### src/hdl/skle_pkg.sv
// Shared types, constants and helpers for the SSH KEXINIT list extractor.
// No dependencies; used by the top level.
package skle_pkg;

   // Header bytes ahead of the first name list
   localparam int unsigned HEADER_SKIP = 22;
   // Bytes in one big-endian length prefix
   localparam int unsigned PREFIX_BYTES = 4;
   localparam int unsigned PREFIX_CNT_W = $clog2(PREFIX_BYTES);
   // Eight name lists, indexed 0..7
   localparam int unsigned LIST_IDX_W = 3;
   localparam logic [LIST_IDX_W-1:0] LIST_KEX      = 3'd0;
   localparam logic [LIST_IDX_W-1:0] LIST_HOSTKEY  = 3'd1;
   localparam logic [LIST_IDX_W-1:0] LIST_COMP_C2S = 3'd6;
   localparam logic [LIST_IDX_W-1:0] LIST_LAST     = 3'd7;
   // Separator character ';'
   localparam logic [7:0] SEMICOLON = 8'd59;
   // Result slots needed for the worst single input byte
   localparam int unsigned MAX_RESULTS = 3;
   localparam int unsigned RES_CNT_W = $clog2(MAX_RESULTS + 1);

   typedef enum logic [1:0] {
      KIND_BYTE    = 2'd0,
      KIND_SEP     = 2'd1,
      KIND_SUMMARY = 2'd2
   } result_kind_type;

   typedef struct packed {
      result_kind_type result_kind;
      logic [7:0]      out_byte;
      logic [15:0]     hash_length;
      logic            packet_valid;
      logic            end_of_packet;
   } rsp_entry_type;

   // Kex list always copied, host-key list never; pairs pick by side
   function automatic logic list_copied(input logic [LIST_IDX_W-1:0] idx,
                                        input logic side);
      logic copied;
      if (idx == LIST_KEX) begin
         copied = 1'b1;
      end else if (idx == LIST_HOSTKEY) begin
         copied = 1'b0;
      end else if (idx[0] == 1'b0) begin
         copied = side;
      end else begin
         copied = ~side;
      end
      return copied;
   endfunction

endpackage

### src/hdl/skle_req_if.sv
// Input channel: one payload byte per transaction with packet context.
// Valid/ready handshake; no package dependency.
interface skle_req_if;
   logic        valid;
   logic        ready;
   logic [7:0]  data_byte;
   logic [15:0] payload_length;
   logic        client_side;
   logic        last_byte;

   modport source (output valid, data_byte, payload_length, client_side, last_byte,
                   input ready);
   modport sink   (input valid, data_byte, payload_length, client_side, last_byte,
                   output ready);
endinterface

### src/hdl/skle_rsp_if.sv
// Result channel: copied bytes, separators and the end-of-packet summary.
// Valid/ready handshake; no package dependency.
interface skle_rsp_if;
   logic        valid;
   logic        ready;
   logic [1:0]  result_kind;
   logic [7:0]  out_byte;
   logic [15:0] hash_length;
   logic        packet_valid;
   logic        end_of_packet;

   modport source (output valid, result_kind, out_byte, hash_length, packet_valid,
                   end_of_packet, input ready);
   modport sink   (input valid, result_kind, out_byte, hash_length, packet_valid,
                   end_of_packet, output ready);
endinterface

### src/hdl/ssh_kexinit_list_extractor.sv
// Channel   | Dir | Transaction
// ----------+-----+---------------------------------------------------------
// req_ch    | in  | one KEXINIT payload byte, packet length, side, last flag
// rsp_ch    | out | copied list byte, ';' separator, or end-of-packet summary
//
// One byte is parsed in the cycle it is accepted; its results appear on rsp_ch
// from the next cycle. A byte giving two or three results holds req_ch.ready low
// while the three-entry result register drains, one entry per cycle while
// rsp_ch.ready is high; a stall on rsp_ch holds req_ch.ready low as well.
// Synchronous active-high reset clears the parser state and empties the result
// register. Depends on skle_pkg, skle_req_if and skle_rsp_if.
module ssh_kexinit_list_extractor #(
   parameter int unsigned HEADER_SKIP = skle_pkg::HEADER_SKIP
) (
   input logic         clock,
   input logic         reset,
   skle_req_if.sink    req_ch,
   skle_rsp_if.source  rsp_ch
);

   localparam int unsigned LW = skle_pkg::LIST_IDX_W;
   localparam int unsigned PW = skle_pkg::PREFIX_CNT_W;
   localparam int unsigned CW = skle_pkg::RES_CNT_W;

   // Parser state
   logic [15:0]   pos_ff, pos_in;
   logic [LW-1:0] idx_ff, idx_in;
   logic          body_ff, body_in;
   logic [PW-1:0] pcnt_ff, pcnt_in;
   logic [31:0]   acc_ff, acc_in;
   logic [31:0]   rem_ff, rem_in;
   logic [15:0]   emit_ff, emit_in;
   logic          err_ff, err_in;
   logic          done_ff, done_in;

   // Result register
   skle_pkg::rsp_entry_type slot_ff [skle_pkg::MAX_RESULTS];
   skle_pkg::rsp_entry_type slot_in [skle_pkg::MAX_RESULTS];
   logic [CW-1:0] cnt_ff, cnt_in;

   skle_pkg::rsp_entry_type res [skle_pkg::MAX_RESULTS];
   logic [CW-1:0] res_cnt;

   logic        req_take, rsp_take;
   logic        active, copy, finish, emit_byte, emit_sep, sum_valid;
   logic [16:0] pos_p4, pos_p1, emit_sum;
   logic [17:0] fit_sum;
   logic [31:0] rem_dec;

   assign req_take = req_ch.valid & req_ch.ready;
   assign rsp_take = rsp_ch.valid & rsp_ch.ready;

   // Accept when the result register empties by the end of this cycle
   assign req_ch.ready = (cnt_ff == '0) || ((cnt_ff == CW'(1)) && rsp_ch.ready);

   // Low half of the completed prefix plus body start plus one
   assign pos_p4  = {1'b0, pos_ff} + 17'd4;
   assign pos_p1  = {1'b0, pos_ff} + 17'd1;
   assign fit_sum = {2'b00, acc_ff[7:0], req_ch.data_byte} + {2'b00, pos_ff} + 18'd2;
   assign rem_dec = rem_ff - 32'd1;

   // Parse one byte
   always_comb begin
      pos_in    = pos_ff;
      idx_in    = idx_ff;
      body_in   = body_ff;
      pcnt_in   = pcnt_ff;
      acc_in    = acc_ff;
      rem_in    = rem_ff;
      err_in    = err_ff;
      done_in   = done_ff;
      finish    = 1'b0;
      emit_byte = 1'b0;
      emit_sep  = 1'b0;
      active    = !done_ff && !err_ff && (pos_ff >= 16'(HEADER_SKIP));
      copy      = skle_pkg::list_copied(idx_ff, req_ch.client_side);

      if (active) begin
         if (!body_ff) begin
            if ((pcnt_ff == '0) && (pos_p4 >= {1'b0, req_ch.payload_length})) begin
               err_in = 1'b1;
            end else begin
               acc_in  = {acc_ff[23:0], req_ch.data_byte};
               pcnt_in = pcnt_ff + PW'(1);
               if (pcnt_ff == PW'(skle_pkg::PREFIX_BYTES - 1)) begin
                  if (copy && ((pos_p1 >= {1'b0, req_ch.payload_length}) ||
                               (acc_in[31:16] != '0) ||
                               (fit_sum >= {2'b00, req_ch.payload_length}))) begin
                     err_in = 1'b1;
                  end else if ((idx_ff == skle_pkg::LIST_LAST) && !copy) begin
                     done_in = 1'b1;
                  end else if (acc_in == '0) begin
                     finish = 1'b1;
                  end else begin
                     body_in = 1'b1;
                     rem_in  = acc_in;
                  end
               end
            end
         end else begin
            emit_byte = copy;
            rem_in    = rem_dec;
            finish    = (rem_dec == '0);
         end
      end

      // Close the current list
      if (finish) begin
         emit_sep = copy && (idx_ff < skle_pkg::LIST_COMP_C2S);
         body_in  = 1'b0;
         if (idx_ff == skle_pkg::LIST_LAST) begin
            done_in = 1'b1;
         end else begin
            idx_in = idx_ff + LW'(1);
         end
      end

      // Saturating counters
      emit_sum = {1'b0, emit_ff} + {16'd0, emit_byte} + {16'd0, emit_sep};
      emit_in  = emit_sum[16] ? 16'hFFFF : emit_sum[15:0];
      if (pos_ff != 16'hFFFF) begin
         pos_in = pos_ff + 16'd1;
      end

      // Build the results in order
      for (int i = 0; i < skle_pkg::MAX_RESULTS; i++) begin
         res[i] = '{result_kind: skle_pkg::KIND_BYTE, out_byte: 8'd0,
                    hash_length: 16'd0, packet_valid: 1'b0, end_of_packet: 1'b0};
      end
      res_cnt = '0;
      if (emit_byte) begin
         res[0].out_byte = req_ch.data_byte;
         res_cnt = CW'(1);
      end
      if (emit_sep) begin
         res[res_cnt[1:0]].result_kind = skle_pkg::KIND_SEP;
         res[res_cnt[1:0]].out_byte    = skle_pkg::SEMICOLON;
         res_cnt = res_cnt + CW'(1);
      end
      sum_valid = !err_in && done_in;
      if (req_ch.last_byte) begin
         res[res_cnt[1:0]].result_kind   = skle_pkg::KIND_SUMMARY;
         res[res_cnt[1:0]].hash_length   = sum_valid ? emit_in : 16'd0;
         res[res_cnt[1:0]].packet_valid  = sum_valid;
         res[res_cnt[1:0]].end_of_packet = 1'b1;
         res_cnt = res_cnt + CW'(1);
         // Clear for the next packet
         pos_in  = '0;
         idx_in  = '0;
         body_in = 1'b0;
         pcnt_in = '0;
         acc_in  = '0;
         rem_in  = '0;
         emit_in = '0;
         err_in  = 1'b0;
         done_in = 1'b0;
      end
   end

   // Load or shift the result register
   always_comb begin
      slot_in = slot_ff;
      cnt_in  = cnt_ff;
      if (req_take) begin
         slot_in = res;
         cnt_in  = res_cnt;
      end else if (rsp_take) begin
         for (int i = 0; i < skle_pkg::MAX_RESULTS - 1; i++) begin
            slot_in[i] = slot_ff[i+1];
         end
         cnt_in = cnt_ff - CW'(1);
      end
   end

   // Advance parser state on each accepted transaction; update the result count
   always_ff @(posedge clock) begin
      if (reset) begin
         pos_ff  <= '0;
         idx_ff  <= '0;
         body_ff <= 1'b0;
         pcnt_ff <= '0;
         acc_ff  <= '0;
         rem_ff  <= '0;
         emit_ff <= '0;
         err_ff  <= 1'b0;
         done_ff <= 1'b0;
         cnt_ff  <= '0;
      end else begin
         if (req_take) begin
            pos_ff  <= pos_in;
            idx_ff  <= idx_in;
            body_ff <= body_in;
            pcnt_ff <= pcnt_in;
            acc_ff  <= acc_in;
            rem_ff  <= rem_in;
            emit_ff <= emit_in;
            err_ff  <= err_in;
            done_ff <= done_in;
         end
         cnt_ff <= cnt_in;
      end
   end

   // Hold result payload
   always_ff @(posedge clock) begin
      slot_ff <= slot_in;
   end

   // Drive the head entry
   assign rsp_ch.valid         = (cnt_ff != '0);
   assign rsp_ch.result_kind   = slot_ff[0].result_kind;
   assign rsp_ch.out_byte      = slot_ff[0].out_byte;
   assign rsp_ch.hash_length   = slot_ff[0].hash_length;
   assign rsp_ch.packet_valid  = slot_ff[0].packet_valid;
   assign rsp_ch.end_of_packet = slot_ff[0].end_of_packet;

endmodule

### src/flat_wrapper.sv
// flat-port wrapper written by rule: the top's interface ports become plain ports
module ssh_kexinit_list_extractor_flat 
#(
   parameter int unsigned HEADER_SKIP = skle_pkg::HEADER_SKIP
)
  (clock, reset, req_ch_valid, req_ch_data_byte, req_ch_payload_length, req_ch_client_side, req_ch_last_byte, req_ch_ready, rsp_ch_valid, rsp_ch_result_kind, rsp_ch_out_byte, rsp_ch_hash_length, rsp_ch_packet_valid, rsp_ch_end_of_packet, rsp_ch_ready);
  skle_req_if req_ch_i ();
  skle_rsp_if rsp_ch_i ();
  input logic clock;
  input logic reset;
  input wire logic [$bits(req_ch_i.valid)-1:0] req_ch_valid;
  input wire logic [$bits(req_ch_i.data_byte)-1:0] req_ch_data_byte;
  input wire logic [$bits(req_ch_i.payload_length)-1:0] req_ch_payload_length;
  input wire logic [$bits(req_ch_i.client_side)-1:0] req_ch_client_side;
  input wire logic [$bits(req_ch_i.last_byte)-1:0] req_ch_last_byte;
  output wire logic [$bits(req_ch_i.ready)-1:0] req_ch_ready;
  output wire logic [$bits(rsp_ch_i.valid)-1:0] rsp_ch_valid;
  output wire logic [$bits(rsp_ch_i.result_kind)-1:0] rsp_ch_result_kind;
  output wire logic [$bits(rsp_ch_i.out_byte)-1:0] rsp_ch_out_byte;
  output wire logic [$bits(rsp_ch_i.hash_length)-1:0] rsp_ch_hash_length;
  output wire logic [$bits(rsp_ch_i.packet_valid)-1:0] rsp_ch_packet_valid;
  output wire logic [$bits(rsp_ch_i.end_of_packet)-1:0] rsp_ch_end_of_packet;
  input wire logic [$bits(rsp_ch_i.ready)-1:0] rsp_ch_ready;
  assign req_ch_i.valid = req_ch_valid;
  assign req_ch_i.data_byte = req_ch_data_byte;
  assign req_ch_i.payload_length = req_ch_payload_length;
  assign req_ch_i.client_side = req_ch_client_side;
  assign req_ch_i.last_byte = req_ch_last_byte;
  assign req_ch_ready = req_ch_i.ready;
  assign rsp_ch_valid = rsp_ch_i.valid;
  assign rsp_ch_result_kind = rsp_ch_i.result_kind;
  assign rsp_ch_out_byte = rsp_ch_i.out_byte;
  assign rsp_ch_hash_length = rsp_ch_i.hash_length;
  assign rsp_ch_packet_valid = rsp_ch_i.packet_valid;
  assign rsp_ch_end_of_packet = rsp_ch_i.end_of_packet;
  assign rsp_ch_i.ready = rsp_ch_ready;
  ssh_kexinit_list_extractor #(.HEADER_SKIP(HEADER_SKIP)) u_core (.clock(clock), .reset(reset), .req_ch(req_ch_i), .rsp_ch(rsp_ch_i));
endmodule
### config.mk
export PLATFORM = sky130hd
export DESIGN_NAME = ssh_kexinit_list_extractor_flat
export DESIGN_NICKNAME = d
export VERILOG_FILES = /design/src/hdl/skle_pkg.sv /design/src/hdl/skle_req_if.sv /design/src/hdl/skle_rsp_if.sv /design/src/hdl/ssh_kexinit_list_extractor.sv /design/src/flat_wrapper.sv
export SDC_FILE = /design/constraint.sdc
export NUM_CORES = 1
export LEC_CHECK = 0
export ABC_AREA = 1
export BUFFER_PORTS_ARGS = -buffer_cell sky130_fd_sc_hd__buf_2
export CAP_MARGIN = 5
export CORE_ASPECT_RATIO = 0.9
export CORE_MARGIN = 1
export CORE_UTILIZATION = 38
export CTS_CLUSTER_SIZE = 20
export DETAILED_ROUTE_END_ITERATION = 10
export RECOVER_POWER = 50
export SLEW_MARGIN = 20
export SYNTH_ARGS = -nofsm -noshare
export SYNTH_HDL_FRONTEND = slang
export SYNTH_SLANG_ARGS = --single-unit
export TNS_END_PERCENT = 1
### constraint.sdc
create_clock -name clock -period 17.4 [get_ports clock]
set_input_delay 0.87 -clock clock [delete_from_list [all_inputs] [get_ports clock]]
set_output_delay 0.87 -clock clock [all_outputs]
set_load 0.02 [all_outputs]
# Word level (Yosys, flattened, before mapping)
# Index checks and enable logic that the tools add are counted.
# op_classes
n_addsub	13
n_lt_le_gt_ge	9
eq_ne	12
n_mux	89
bitwise_logic	5
reduce_logical	35
# op_table
op	count
84-bit bitwise mux	6
28-bit demux with 2-bit select	6
32-bit 2-to-1 mux	8
84-bit 2-to-1 mux	2
56-bit 2-to-1 mux	2
24-bit 2-to-1 mux	4
16-bit 2-to-1 mux	5
32-bit zero test	2
28-bit 2-to-1 mux	2
1-bit 2-to-1 mux	39
17-bit by 16-bit >= comparator with 1-bit output	2
32-bit by 1-bit subtractor with 32-bit output, second input constant	1
26-bit 2-to-1 mux	1
18-bit by 2-bit adder with 18-bit output, second input constant	1
18-bit by 16-bit >= comparator with 1-bit output	1
18-bit 2-to-1 mux	1
2-bit 2-to-1 mux	9
16-bit by 1-bit adder with 17-bit output	1
16-bit by 1-bit adder with 17-bit output, second input constant	1
16-bit by 16-bit adder with 17-bit output	1
16-bit by 3-bit adder with 17-bit output, second input constant	1
17-bit by 1-bit adder with 17-bit output	1
16-bit by 1-bit adder with 16-bit output, second input constant	1
16-bit by 5-bit >= comparator with 1-bit output, second input constant	1
32 further kinds	64
# totals
ff_bits	182
inputBits	30
out_inout_bits	30
word_cells	188

# Logic depth before layout (Yosys ltp)
# Gate-level depths: netlist of run 1.
# depth
word_depth	25
ltp_mapped	46
depth_no_buf	45

# Worst setup path after synthesis of run 1
# No wires, ideal clock.
# synth_timing
path_type	input to register
from	input req_ch_data_byte[0]
to	register u_core.slot_ff (netlist bit u_core.rsp_ch.hash_length[10]), data pin
setup_ps	131
t_arrival_ps	6490
path_slack_ps	10779
stages	44
path_cell_list	ha_1 inv_1 fa_1 inv_1 nand3_1 nand2_2 nand2_1 nand2_1 nand3_1 nor2_1 nand2_1 nor2_2 nand2_1 nor2_1 nand2_1 a31oi_1 ha_1 a21o_1 (+8 left out) o21ai_0 nand3_1 fa_1 inv_1 ha_1 nand3_1 nor3_1 nand3_1 nor3_1 inv_1 nor3_1 inv_1 nor2_1 buf_2 nor2_1 inv_1 nand4_1 nand2_1
# synth_rtl
item	line_no	text
start, declared	flat_wrapper.sv:12	input wire logic [$bits(req_ch_i.data_byte)-1:0] req_ch_data_byte;
end signal, assigned	ssh_kexinit_list_extractor.sv:206	slot_ff <= slot_in;
end, declared	ssh_kexinit_list_extractor.sv:37	skle_pkg::rsp_entry_type slot_ff [skle_pkg::MAX_RESULTS];

==> summary.txt, run 1 <==
Worst setup path
  • Slowest stage delay, CP: 0.75 ns
  • Worst endpoint required time: ~18 ns
  • CP arrival: 8.31 ns
  • Startpoint types: primary input
  • Setup crit end: u_core.rsp_ch.hash_length[9]
  • CP endpoint kind: register
  • RR Endpoint: u_core.rsp_ch.hash_length[9]
  • R2r setup slk: 9.43 ns
  • Top Family by Delay on Critical Path: simple AND/OR/NAND/NOR gates
  • Slowest cell on crit path: nor2_1
  • Worst setup startpoint: req_ch_data_byte[0]
  • Worst path bufs/invs: 7
  • Stages on the worst setup path: 44
  • Worst r2r src: u_core.pos_ff[0]
  • Most used cell, CP: nand2_1
  • Crit path max fanout: 12
  • Critical path class: in2reg
  • R2R cell count: 43

Synthesis
  • Syn Std Cell Area: 11700 sq um
  • Synth Area in Compound Gates: between 10% and 20%
  • Post-synth EDFFs: 64
  • Post-synth top area cell: dfxtp_1
  • Post-synthesis adder-cell area fraction: under 10%
  • Leading register cell type out of synthesis: dfxtp_1
  • Yosys warns: 0
  • Sequential fraction of the synthesis area: between 30 and 40%
  • Avg Cell Area, Syn: 6.86 sq um
  • Synthesized flop and latch total: 162
  • Post-synth ARST share: 0%
  • Area contributors post-synth: dfxtp_1, edfxtp_1, nand2_1, ha_1, inv_1
  • Synthesized Nets: 1824
  • Synth unique cells: 47
  • Synth top area share: 16.7%
  • Main combinational cell family by area after synthesis: simple AND/OR/NAND/NOR gates
  • Multiplexer share of the synthesized area: 0.0854%
  • Post-Syn Instances: around 1700
  • Post-synthesis simple-gate area fraction: a little under a third
  • Post-synthesis xor/xnor area fraction: under 10%

Clocking
  • CTS sink count: 162
  • CTS tree: built
  • Worst-skew pair later-pin latency: 0.44 ns
  • TritonCTS Buffers: 17
  • # H-tree levels: 4
  • Post-CTS sizing: 0
  • CTS Hold Bufs: 0
  • CTS Root Buffer Type: clkbuf_16
  • Number of setup buffers added after CTS: 0
  • Reg clk slew, reported paths: 0.06 ns
  • Longest Clk Path Bufs: 2

Floorplan
  • Std cell rows: 60
  • Core area: 30100 sq um
  • Die Y: 169 microns
  • Die area: 31600 sq um
  • # IOs: 60
  • Initial core utilization: 38.9%
  • Die W: 187 microns

Place
  • Routability cong.: 0.913
  • # port buffers: 59
  • Estimated wirelength of the detail-placed design: 23600 microns
  • Area after DPL: 12100 sq um
  • Dpl cells: 2100

Drt
  • Vias post-DR: 11000
  • Vias per cell: 5.15
  • Drt drc: 0
  • Post-DRT Antenna Nets: 0
  • DRT Pass-1 Iters: 5
  • Iter 0 DRT Violations: 981
  • Avg WL per Cell: 15.3 microns
  • Drt total wl: 32500 microns

Global routing
  • Gr usage total: between 20% and 30%
  • Vias in the first global route: 10200
  • Initial antenna violation count: 0
  • GR Util met3: 3.21%
  • GR Util met1: 28.9%
  • GR Overflow Total: 0
  • First-pass GRT wire length: 52600 microns
  • Met2 Use GR: 33.2%
  • Most Crowded Layer GR: met2
  • Largest net degree at the start of global routing: just under 70

Min path
  • Worst hold stages: 2
  • HP Class: reg2reg

STA
  • Max Clock Freq: around 0.12 GHz
  • Fin. Hold Viols: 0
  • Worst Hold Margin: 0.464 ns
  • Slew margin rel.: -102%
  • Final worst-path cycle share: a little under half
  • Min Tclk post-route: 8.02 ns
  • Final setup fails: 0
  • Fin Clk Skew: 0.0171 ns
  • Slew of the pin with the lowest slew margin: 3.03 ns
  • Slew Limit Fails: 117
  • Setup_tns: 0 ns
  • Unrepaired setup endpoints after global routing: false

Layout
  • Nets: 1831
  • # diodes: 0
  • Final Cell Area: 12700 sq um
  • Final cell count without fillers: between 2000 and 2500
  • Layout cells sized above 1: 6.02%
  • Register area: approximately 3900 sq um
  • Synth-to-Final Area Change: 8.12%
  • Area of the multi-input gates: 6550 sq um
  • Most frequent cells in the layout: nand2_1, inv_1, nor2_1
  • Number of fill cells in the layout: around 3100
  • Most common cell after layout, fill and taps aside: nand2_1

Pwr
  • LEAKAGE: 0.00585 uW
  • Sw Ratio: approximately 38%
  • Internal power: 830 uW
  • Clock power frac: between 20% and 30%
  • Total power per unit cell area: 105 nW/um^2
  • Logic pwr share: 30.9%
  • VDD IR max: 135 uV
  • NetSw: 500 uW
  • Overall power: roughly 1300 uW
  • Flop pwr share: 40.1%

Status
  • Status: finished, violations left
  • Failing checks: capacitance limit, slew limit

Run
  • Max Cap Violations: 2
[Yosys cell counts, types with 3 or more instances]
library cell  instances
buf_4                32
inv_2                 5
nand3_1              85
nor2_1              146
o21ai_1               9
a21oi_1             132
nand2_1             509
edfxtp_1             64
nand2_2              11
nand4_1              63
clkbuf_1             32
xor2_1               50
ha_1                 83
buf_1                 3
o21ai_0              38
buf_2                 8
a31oi_1               4
nor4_1                4
nand3_2               3
nor2_2               13
inv_1               222
nor3_1               32
o211ai_1              4
xnor2_1              11
dfxtp_1              98
o22ai_1              20
[cell type report]
class / count / share of cell area [%]
Tap cell: 403 / 3.98
Clock buffer: 18 / 3.39
Multi-Input combinational cell: 1241 / 51.7
Inverter: 229 / 6.78
Clock inverter: 14 / 1.22
Timing Repair Buffer: 65 / 2.33
Sequential cell: 162 / 30.6
[cell families after synthesis]
family | Yosys count
multiplexers | 1
flip-flops | 162
AO/OA/AOI/OAI | 218
AND/OR/NAND/NOR | 876
buffers and inverters | 306
XOR/XNOR | 61
adder cells (fa/ha/maj) | 85
[tightest hold or removal path: cells and delay by family, from the launching register on]
kind             cells  cell delay (ns)
AO/OA/AOI/OAI        1             0.05
flip-flops           1             0.31
AND/OR/NAND/NOR      1             0.06
[how the worst min path moves through the flow]
stage	startpoint	endpoint	slack, ns
floorplan	u_core.acc_ff[16]	u_core.acc_ff[16]	0.44
global placement	u_core.acc_ff[16]	u_core.acc_ff[16]	0.45
detailed placement	u_core.acc_ff[16]	u_core.acc_ff[16]	0.46
CTS	u_core.acc_ff[16]	u_core.acc_ff[16]	0.46
global route	u_core.acc_ff[21]	u_core.acc_ff[21]	0.48
finish	u_core.acc_ff[16]	u_core.acc_ff[16]	0.46
[routing by layer]
metal	wire, microns	vias up
li1	-	5543
met1	15700	5054
met2	14300	333
met3	1990	44
met4	587	0
met5	0	-
[state kept, by name, indices dropped and copies added (netlist names), 2 cells and up]
register,count
u_core.slot_ff,37
u_core.rem_ff,32
u_core.acc_ff,24
u_core.emit_ff,16
u_core.pos_ff,16
u_core.rsp_ch.hash_length,16
u_core.rsp_ch.out_byte,8
u_core.idx_ff,3
u_core.cnt_ff,2
u_core.pcnt_ff,2
[per-stage QoR]
| step | utilization [%] | worst slack, ns |
|---|---|---|
| after detailed placement | 40.3 | 9.13 |
| after floorplan | - | 10.78 |
| final | 42.1 | 9.38 |
| after global placement | 40.3 | 9.36 |
| after CTS | 42.3 | 9.50 |
| after global routing | 42.1 | 8.37 |
[power by group through the flow]
stage | clock network, uW | registers (uW) | logic, uW
6_report | 386 | 534 | 410
5_1_grt | 405 | 543 | 457
4_1_cts | 392 | 529 | 420
3_5_place_dp | 0 | 537 | 418
3_3_place_gp | 0 | 536 | 412
2_1_floorplan | 0 | 532 | 334
No activity file was read; power rests on OpenSTA's default activity.
==> run 2: changes to the inputs <==
- ABC_AREA: 1 -> 0
- clock period: 17.4 -> 6.7 ns (I/O delays scaled with it)
==> summary.txt, run 2 <==
STA
  • Min Tclk post-route: 6.75 ns
  • Unrepaired setup endpoints after global routing: true
  • Slew Limit Fails: 77 (-34%)
  • Max Clock Freq: 0.148 GHz
  • Slew of the pin with the lowest slew margin: 1.84 ns (-1.19 ns)
  • Final setup fails: 8 (+8)
  • Worst Hold Margin: 0.303 ns (-0.162 ns)
  • Final worst-path cycle share: 101%
  • Fin Clk Skew: 0.0150 ns (-0.00215 ns)
  • Final setup margin: -0.0549 ns (-9.44 ns)
  • Setup_tns: -0.177 ns (-0.177 ns)
  • Fin. Hold Viols: 0 (unchanged)
  • Slew margin rel.: -22.5% (+80 points)

Pwr
  • Flop pwr share: 42.0% (+1.9 points)
  • Internal power: 1940 uW (+130%)
  • VDD IR max: 124 uV (-8.1%)
  • Total power per unit cell area: 216 nW/um^2 (+110%)
  • Logic pwr share: 21.0% (-9.9 points)
  • Sw Ratio: 31.1% (-6.5 points)
  • Clock power frac: 37.0% (+8.0 points)
  • LEAKAGE: 0.00530 uW (-9.4%)
  • NetSw: 878 uW (+76%)

Floorplan
  • # IOs: 60 (unchanged)
  • Core area: 28300 sq um (-6.0%)
  • Die W: 182 microns (-2.8%)
  • Die Y: 164 microns (-2.8%)
  • Die area: 29800 sq um (-5.5%)
  • Std cell rows: 58 (-3.3%)
  • Initial core utilization: 39.1% (+0.19 points)

Clocking
  • CTS sink count: 162 (unchanged)
  • CTS Root Buffer Type: clkbuf_16
  • CTS tree: built
  • Reg clk slew, reported paths: 0.07 ns (about the same)
  • TritonCTS Buffers: 17 (unchanged)
  • Worst-skew pair later-pin latency: 0.44 ns (about the same)
  • # H-tree levels: 4 (unchanged)
  • Longest Clk Path Bufs: 2 (unchanged)

Global routing
  • First-pass GRT wire length: 50700 microns (-3.7%)
  • Gr usage total: 21.7% (+0.88 points)
  • GR Overflow Total: 0 (unchanged)
  • Largest net degree at the start of global routing: 75 (+8.7%)
  • Initial antenna violation count: 0 (unchanged)
  • Vias in the first global route: 9215 (-9.6%)

Synthesis
  • Synth unique cells: 79 (+68%)
  • Post-synth EDFFs: 64 (unchanged)
  • Yosys warns: 0 (unchanged)
  • Post-Syn Instances: 1278 (-25%)
  • Synth top area share: 17.7% (+0.98 points)
  • Synthesized Nets: 1393 (-24%)
  • Most common cell in the synthesized netlist: nor2_1
  • Post-synth ARST share: 0% (unchanged)
  • Syn Std Cell Area: 11100 sq um (-5.5%)
  • Avg Cell Area, Syn: 8.67 sq um (+26%)
  • Leading register cell type out of synthesis: dfxtp_1
  • Area contributors post-synth: dfxtp_1, edfxtp_1, ha_1, nor2_1, a21oi_1
  • Most frequent cells after synthesis: nor2_1, nand2_1, dfxtp_1, a21oi_1, ha_1
  • Post-synth top area cell: dfxtp_1
  • Synthesized flop and latch total: 162 (unchanged)
  • Sequential fraction of the synthesis area: 35.1% (+1.9 points)

Place
  • Routability cong.: 0.907 (-0.58%)
  • # port buffers: 59 (unchanged)
  • Estimated wirelength of the detail-placed design: 22900 microns (-2.8%)
  • Worst slack, placed: -0.231 ns (-9.36 ns)
  • Dpl cells: 1676 (-20%)

Layout
  • Most flops, register: u_core.slot_ff
  • Layout cells sized above 1: 18.9% (+13 points)
  • Biggest regs: u_core.slot_ff: 37 flops, u_core.rem_ff: 32 flops, u_core.acc_ff: 24 flops
  • Flip-flop count of the largest register after layout: 37 (unchanged)
  • Synth-to-Final Area Change: 18.1%
  • Most frequent cells in the layout: nand2_1, nor2_1, dfxtp_1
  • Most common cell after layout, fill and taps aside: nand2_1
  • # diodes: 0 (unchanged)
  • Final cell count without fillers: 1718 (-19%)
  • Nets: 1460 (-20%)

Worst setup path
  • Critical path class: reg2reg
  • R2r setup slk: -0.05 ns (-9.48 ns)
  • Crit path max fanout: 8 (-4)
  • Worst endpoint required time: 6.91 ns (-10.78 ns)
  • CP arrival: 6.96 ns (-1.35 ns)
  • RR Endpoint: u_core.rsp_ch.hash_length[4]
  • Slowest stage delay, CP: 0.56 ns (-0.19 ns)
  • Worst r2r src: u_core.pos_ff[0]
  • CP endpoint kind: register
  • Worst path bufs/invs: 3 (-4)
  • Slowest cell on crit path: or4b_4
  • R2R cell count: 31 (-28%)
  • Top Family by Delay on Critical Path: simple AND/OR/NAND/NOR gates
  • Startpoint types: register

Drt
  • Avg WL per Cell: 18.8 microns (+23%)
  • Iter 0 DRT Violations: 861 (-12%)
  • Drt drc: 0 (unchanged)
  • Top Metal Used: met4
  • Vias post-DR: 9981 (-9.0%)
  • M1 wire length: 15700 microns (+0.27%)
  • Met3 wire length: 1840 microns (-7.5%)
  • Drt total wl: 32400 microns (-0.49%)
  • Post-DRT Antenna Nets: 0 (unchanged)
  • Vias per cell: 5.81 (+13%)
  • DRT Pass-1 Iters: 5 (unchanged)
  • Routed wl met2: 14000 microns (-1.9%)

Run
  • Max Cap Violations: 2 (unchanged)

Status
  • Status: finished, violations left
  • Failing checks: capacitance limit, slew limit, setup timing

Min path
  • Endpoint, Worst Hold: u_core.acc_ff[5]
  • HP Class: in2reg
  • HP Start: req_ch_data_byte[5]
  • Worst hold stages: 3 (+1)
-- run 2: changes by cell type after synthesis, moves of 31 or more --
cell,delta
a21oi_1,-46
inv_1,-164
nand2_1,-397
nand3_1,-37
nand4_1,-46
nor2_1,-31
xnor2_1,+32
-- run 2: worst max path at each step --
stage	start	endpoint	slack, ns	cells after the start
finish	u_core.pos_ff[0]	u_core.rsp_ch.hash_length[4]	-0.05	31
floorplan	u_core.pos_ff[0]	u_core.slot_ff[40]	0.04	32
detailed placement	req_ch_data_byte[0]	u_core.slot_ff[31]	-0.23	31
CTS	u_core.pos_ff[0]	u_core.slot_ff[40]	0.007	30
global route	u_core.pos_ff[0]	u_core.emit_ff[10]	-0.30	32
global placement	req_ch_data_byte[0]	u_core.slot_ff[37]	0.01	31
-- run 2: final cells by class --
type | count | area (sq um)
clock buffers | 17 | 425
clock inverters | 15 | 196
fillers | 2734 | 15200
inverters | 58 | 218
multi-input cells | 959 | 6940
flip-flops and latches | 162 | 3900
well taps | 360 | 450
repair buffers | 147 | 951
-- run 2: logic make-up after synthesis --
logic type,share of synthesized area [%]
xor gates and xnor gates,6.08
adders and majority gates,9.74
DFF,35.1
AOI/OAI and AO/OA,20.0
buffers and inverters,6.59
and+or+nand+nor,21.3
muxes,1.21
-- run 2: what timing repair did --
item                       4_1_cts  5_1_grt
gates cloned                     0        0
buffers inserted                 2       10
hold endpoints to repair         0        0
setup endpoints to repair       47       64
hold buffers                     0        0
gates resized for setup          7       76
pin swaps                        2       48
-- run 2: power by group through the flow --
stage / clock network [uW] / logic, uW / registers [uW]
final: 1040 / 592 / 1180
after floorplan: 0 / 440 / 1190
after CTS: 1060 / 583 / 1180
after detailed placement: 0 / 578 / 1200
after global placement: 0 / 574 / 1200
after global routing: 1100 / 649 / 1190
-- run 2: stage by stage --
step           util (%)  instance area, sq um  power (uW)
6_report           46.2                 13100        2820
5_1_grt            46.2                 13100        2940
4_1_cts            44.8                 12700        2820
3_5_place_dp       42.4                 12000        1780
3_3_place_gp       42.4                 12000        1770
2_1_floorplan         -                 11200        1630
-- run 2: per-layer routing --
| layer | up-vias | global-route usage [%] |
|---|---|---|
| met4 | 0 | 7.87 |
| met2 | 333 | 32.8 |
| li1 | 4817 | - |
| met1 | 4790 | 31.0 |
| met3 | 41 | 3.61 |
| met5 | - | 0 |
-- run 2: worst register-to-register path: cells and delay by family, from the launching register on --
kind / cells / cell delay, ns
compound gates: 9 / 1.93
xor+xnor: 2 / 0.34
fa+ha+maj: 5 / 1.36
buf+inv: 3 / 0.25
flops: 1 / 0.36
simple gates: 12 / 2.29
==> run 3: changes to the inputs <==
- CTS_BUF_LIST: not set -> sky130_fd_sc_hd__clkbuf_2
==> summary.txt, run 3 (synthesis results as in run 2) <==
Clocking
  • Reg clk slew, reported paths: 0.29 ns (+0.22 ns)
  • CTS tree: built
  • CTS Root Buffer Type: clkbuf_2
  • CTS sink count: 162 (unchanged)
  • TritonCTS Buffers: 17 (unchanged)
  • Worst-skew pair later-pin latency: 0.75 ns (+0.31 ns)
  • Longest Clk Path Bufs: 2 (unchanged)
  • # H-tree levels: 4 (unchanged)

Global routing
  • Largest net degree at the start of global routing: 75 (unchanged)
  • Vias in the first global route: 9215 (unchanged)
  • First-pass GRT wire length: 50900 microns (+0.29%)
  • Gr usage total: 21.5% (-0.15 points)
  • Initial antenna violation count: 1 (+1)
  • GR Overflow Total: 0 (unchanged)

Worst setup path
  • CP endpoint kind: register
  • Slowest stage delay, CP: 0.51 ns (-0.05 ns)
  • Worst endpoint required time: 7.27 ns (+0.36 ns)
  • Crit path max fanout: 5 (-3)
  • R2R cell count: 30 (-3.2%)
  • Slowest cell on crit path: or4b_4
  • CP arrival: 7.36 ns (+0.40 ns)
  • Critical path class: reg2reg
  • Startpoint types: register

Drt
  • Vias post-DR: 9991 (+0.10%)
  • Drt drc: 0 (unchanged)
  • DRT Pass-1 Iters: 5 (unchanged)
  • Drt total wl: 32400 microns (+0.19%)
  • Post-DRT Antenna Nets: 0 (unchanged)
  • Avg WL per Cell: 18.7 microns (-0.45%)
  • Vias per cell: 5.78 (-0.54%)
  • Iter 0 DRT Violations: 811 (-5.8%)

Floorplan
  • Core area: 28300 sq um (unchanged)
  • Die area: 29800 sq um (unchanged)
  • Std cell rows: 58 (unchanged)
  • Die W: 182 microns (unchanged)
  • Initial core utilization: 39.1% (unchanged)
  • Die Y: 164 microns (unchanged)
  • # IOs: 60 (unchanged)

Layout
  • Most flops, register: u_core.slot_ff
  • Most frequent cells in the layout: nand2_1, nor2_1, dfxtp_1
  • Layout cells sized above 1: 18.2% (-0.72 points)
  • Flip-flop count of the largest register after layout: 37 (unchanged)
  • Most common cell after layout, fill and taps aside: nand2_1
  • Nets: 1470 (+0.68%)
  • Biggest regs: u_core.slot_ff: 37 flops, u_core.rem_ff: 32 flops, u_core.acc_ff: 24 flops
  • Final Cell Area: 12800 sq um (-2.3%)
  • Synth-to-Final Area Change: 15.4%
  • Final cell count without fillers: 1729 (+0.64%)

Place
  • # port buffers: 59 (unchanged)
  • Estimated wirelength of the detail-placed design: 22900 microns (unchanged)
  • Area after DPL: 12000 sq um (unchanged)
  • Dpl cells: 1676 (unchanged)
  • Routability cong.: 0.907 (unchanged)
  • Worst slack, placed: -0.231 ns (unchanged)

Pwr
  • Flop pwr share: 49.3% (+7.3 points)
  • Total power per unit cell area: 188 nW/um^2 (-13%)
  • VDD IR max: 115 uV (-7.5%)
  • Clock power frac: 26.0% (-11 points)
  • Sw Ratio: 34.8% (+3.7 points)
  • Logic pwr share: 24.8% (+3.8 points)
  • Internal power: 1570 uW (-19%)
  • NetSw: 836 uW (-4.8%)
  • LEAKAGE: 0.00518 uW (-2.4%)

STA
  • Min Tclk post-route: 6.80 ns (+0.0412 ns)
  • Final worst-path cycle share: 101% (+0.61 points)
  • Final setup margin: -0.0960 ns (-0.0412 ns)
  • Fin. Hold Viols: 0 (unchanged)
  • Worst Hold Margin: 0.273 ns (-0.0297 ns)
  • Unrepaired setup endpoints after global routing: true
  • Final setup fails: 22 (+14)
  • Max Clock Freq: 0.147 GHz (-0.61%)
  • Slew margin rel.: -22.3% (+0.13 points)
  • Slew Limit Fails: 77 (unchanged)
  • Slew of the pin with the lowest slew margin: 1.83 ns (-0.00197 ns)
  • Fin Clk Skew: 0.0512 ns (+0.0362 ns)
  • Setup_tns: -1.10 ns (-0.924 ns)

Run
  • Max Cap Violations: 2 (unchanged)

Status
  • Failing checks: capacitance limit, slew limit, setup timing
  • Status: finished, violations left

Min path
  • HP Class: in2reg
  • Worst hold stages: 3 (unchanged)
==> run 3: metrics by stage <==
step                      total power (uW)  utilization [%]
after floorplan                       1630                -
after global placement                1770             42.4
after detailed placement              1780             42.4
after CTS                             2400             44.0
after global routing                  2520             45.2
final                                 2400             45.2
==> run 3: final timing paths <==
path	startpoint	end	slack (ns)
max	u_core.pos_ff[1]	u_core.slot_ff[38]	-0.1
min	reset	u_core.rem_ff[14]	0.27
max reg2reg	u_core.pos_ff[1]	u_core.slot_ff[38]	-0.1
min reg2reg	u_core.slot_ff[32]	u_core.rsp_ch.hash_length[2]	0.50
==> run 3: critical path, delay by kind of cell, from the launching register on <==
| kind | cells | cell delay [ns] |
|---|---|---|
| compound gates | 8 | 1.94 |
| xor+xnor | 2 | 0.33 |
| fa+ha+maj | 4 | 1.09 |
| buf+inv | 4 | 0.55 |
| flops | 1 | 0.43 |
| simple gates | 12 | 2.33 |
==> run 3: power by group through the flow <==
stage / sequential (uW) / combinational, uW / clock [uW]
floorplan: 1190 / 440 / 0
global placement: 1200 / 574 / 0
detailed placement: 1200 / 578 / 0
CTS: 1180 / 588 / 633
global route: 1190 / 651 / 674
finish: 1180 / 595 / 623
==> run 3: layout make-up <==
cell class              instances  area, sq um
diodes                          1         2.50
clock buffers                  17         85.1
clock inverters                15          196
fillers                      2785        15500
inverters                      58          218
multi-input cells             959         6880
flip-flops and latches        162         3900
well taps                     360          450
repair buffers                157         1040
==> run 3: layer usage <==
layer  track usage (%)  share of wire [%]
met5                 0                  0
met4              5.69                2.0
met3              3.26                4.7
met2              33.2                 44
met1              31.3                 50
==> run 3: repair_timing <==
| item | CTS | global route |
|---|---|---|
| setup endpoints to repair | 51 | 64 |
| hold endpoints to repair | 10 | 0 |
| buffers inserted | 2 | 8 |
| hold buffers | 10 | 0 |
| pin swaps | 3 | 35 |
| gates resized for setup | 9 | 62 |
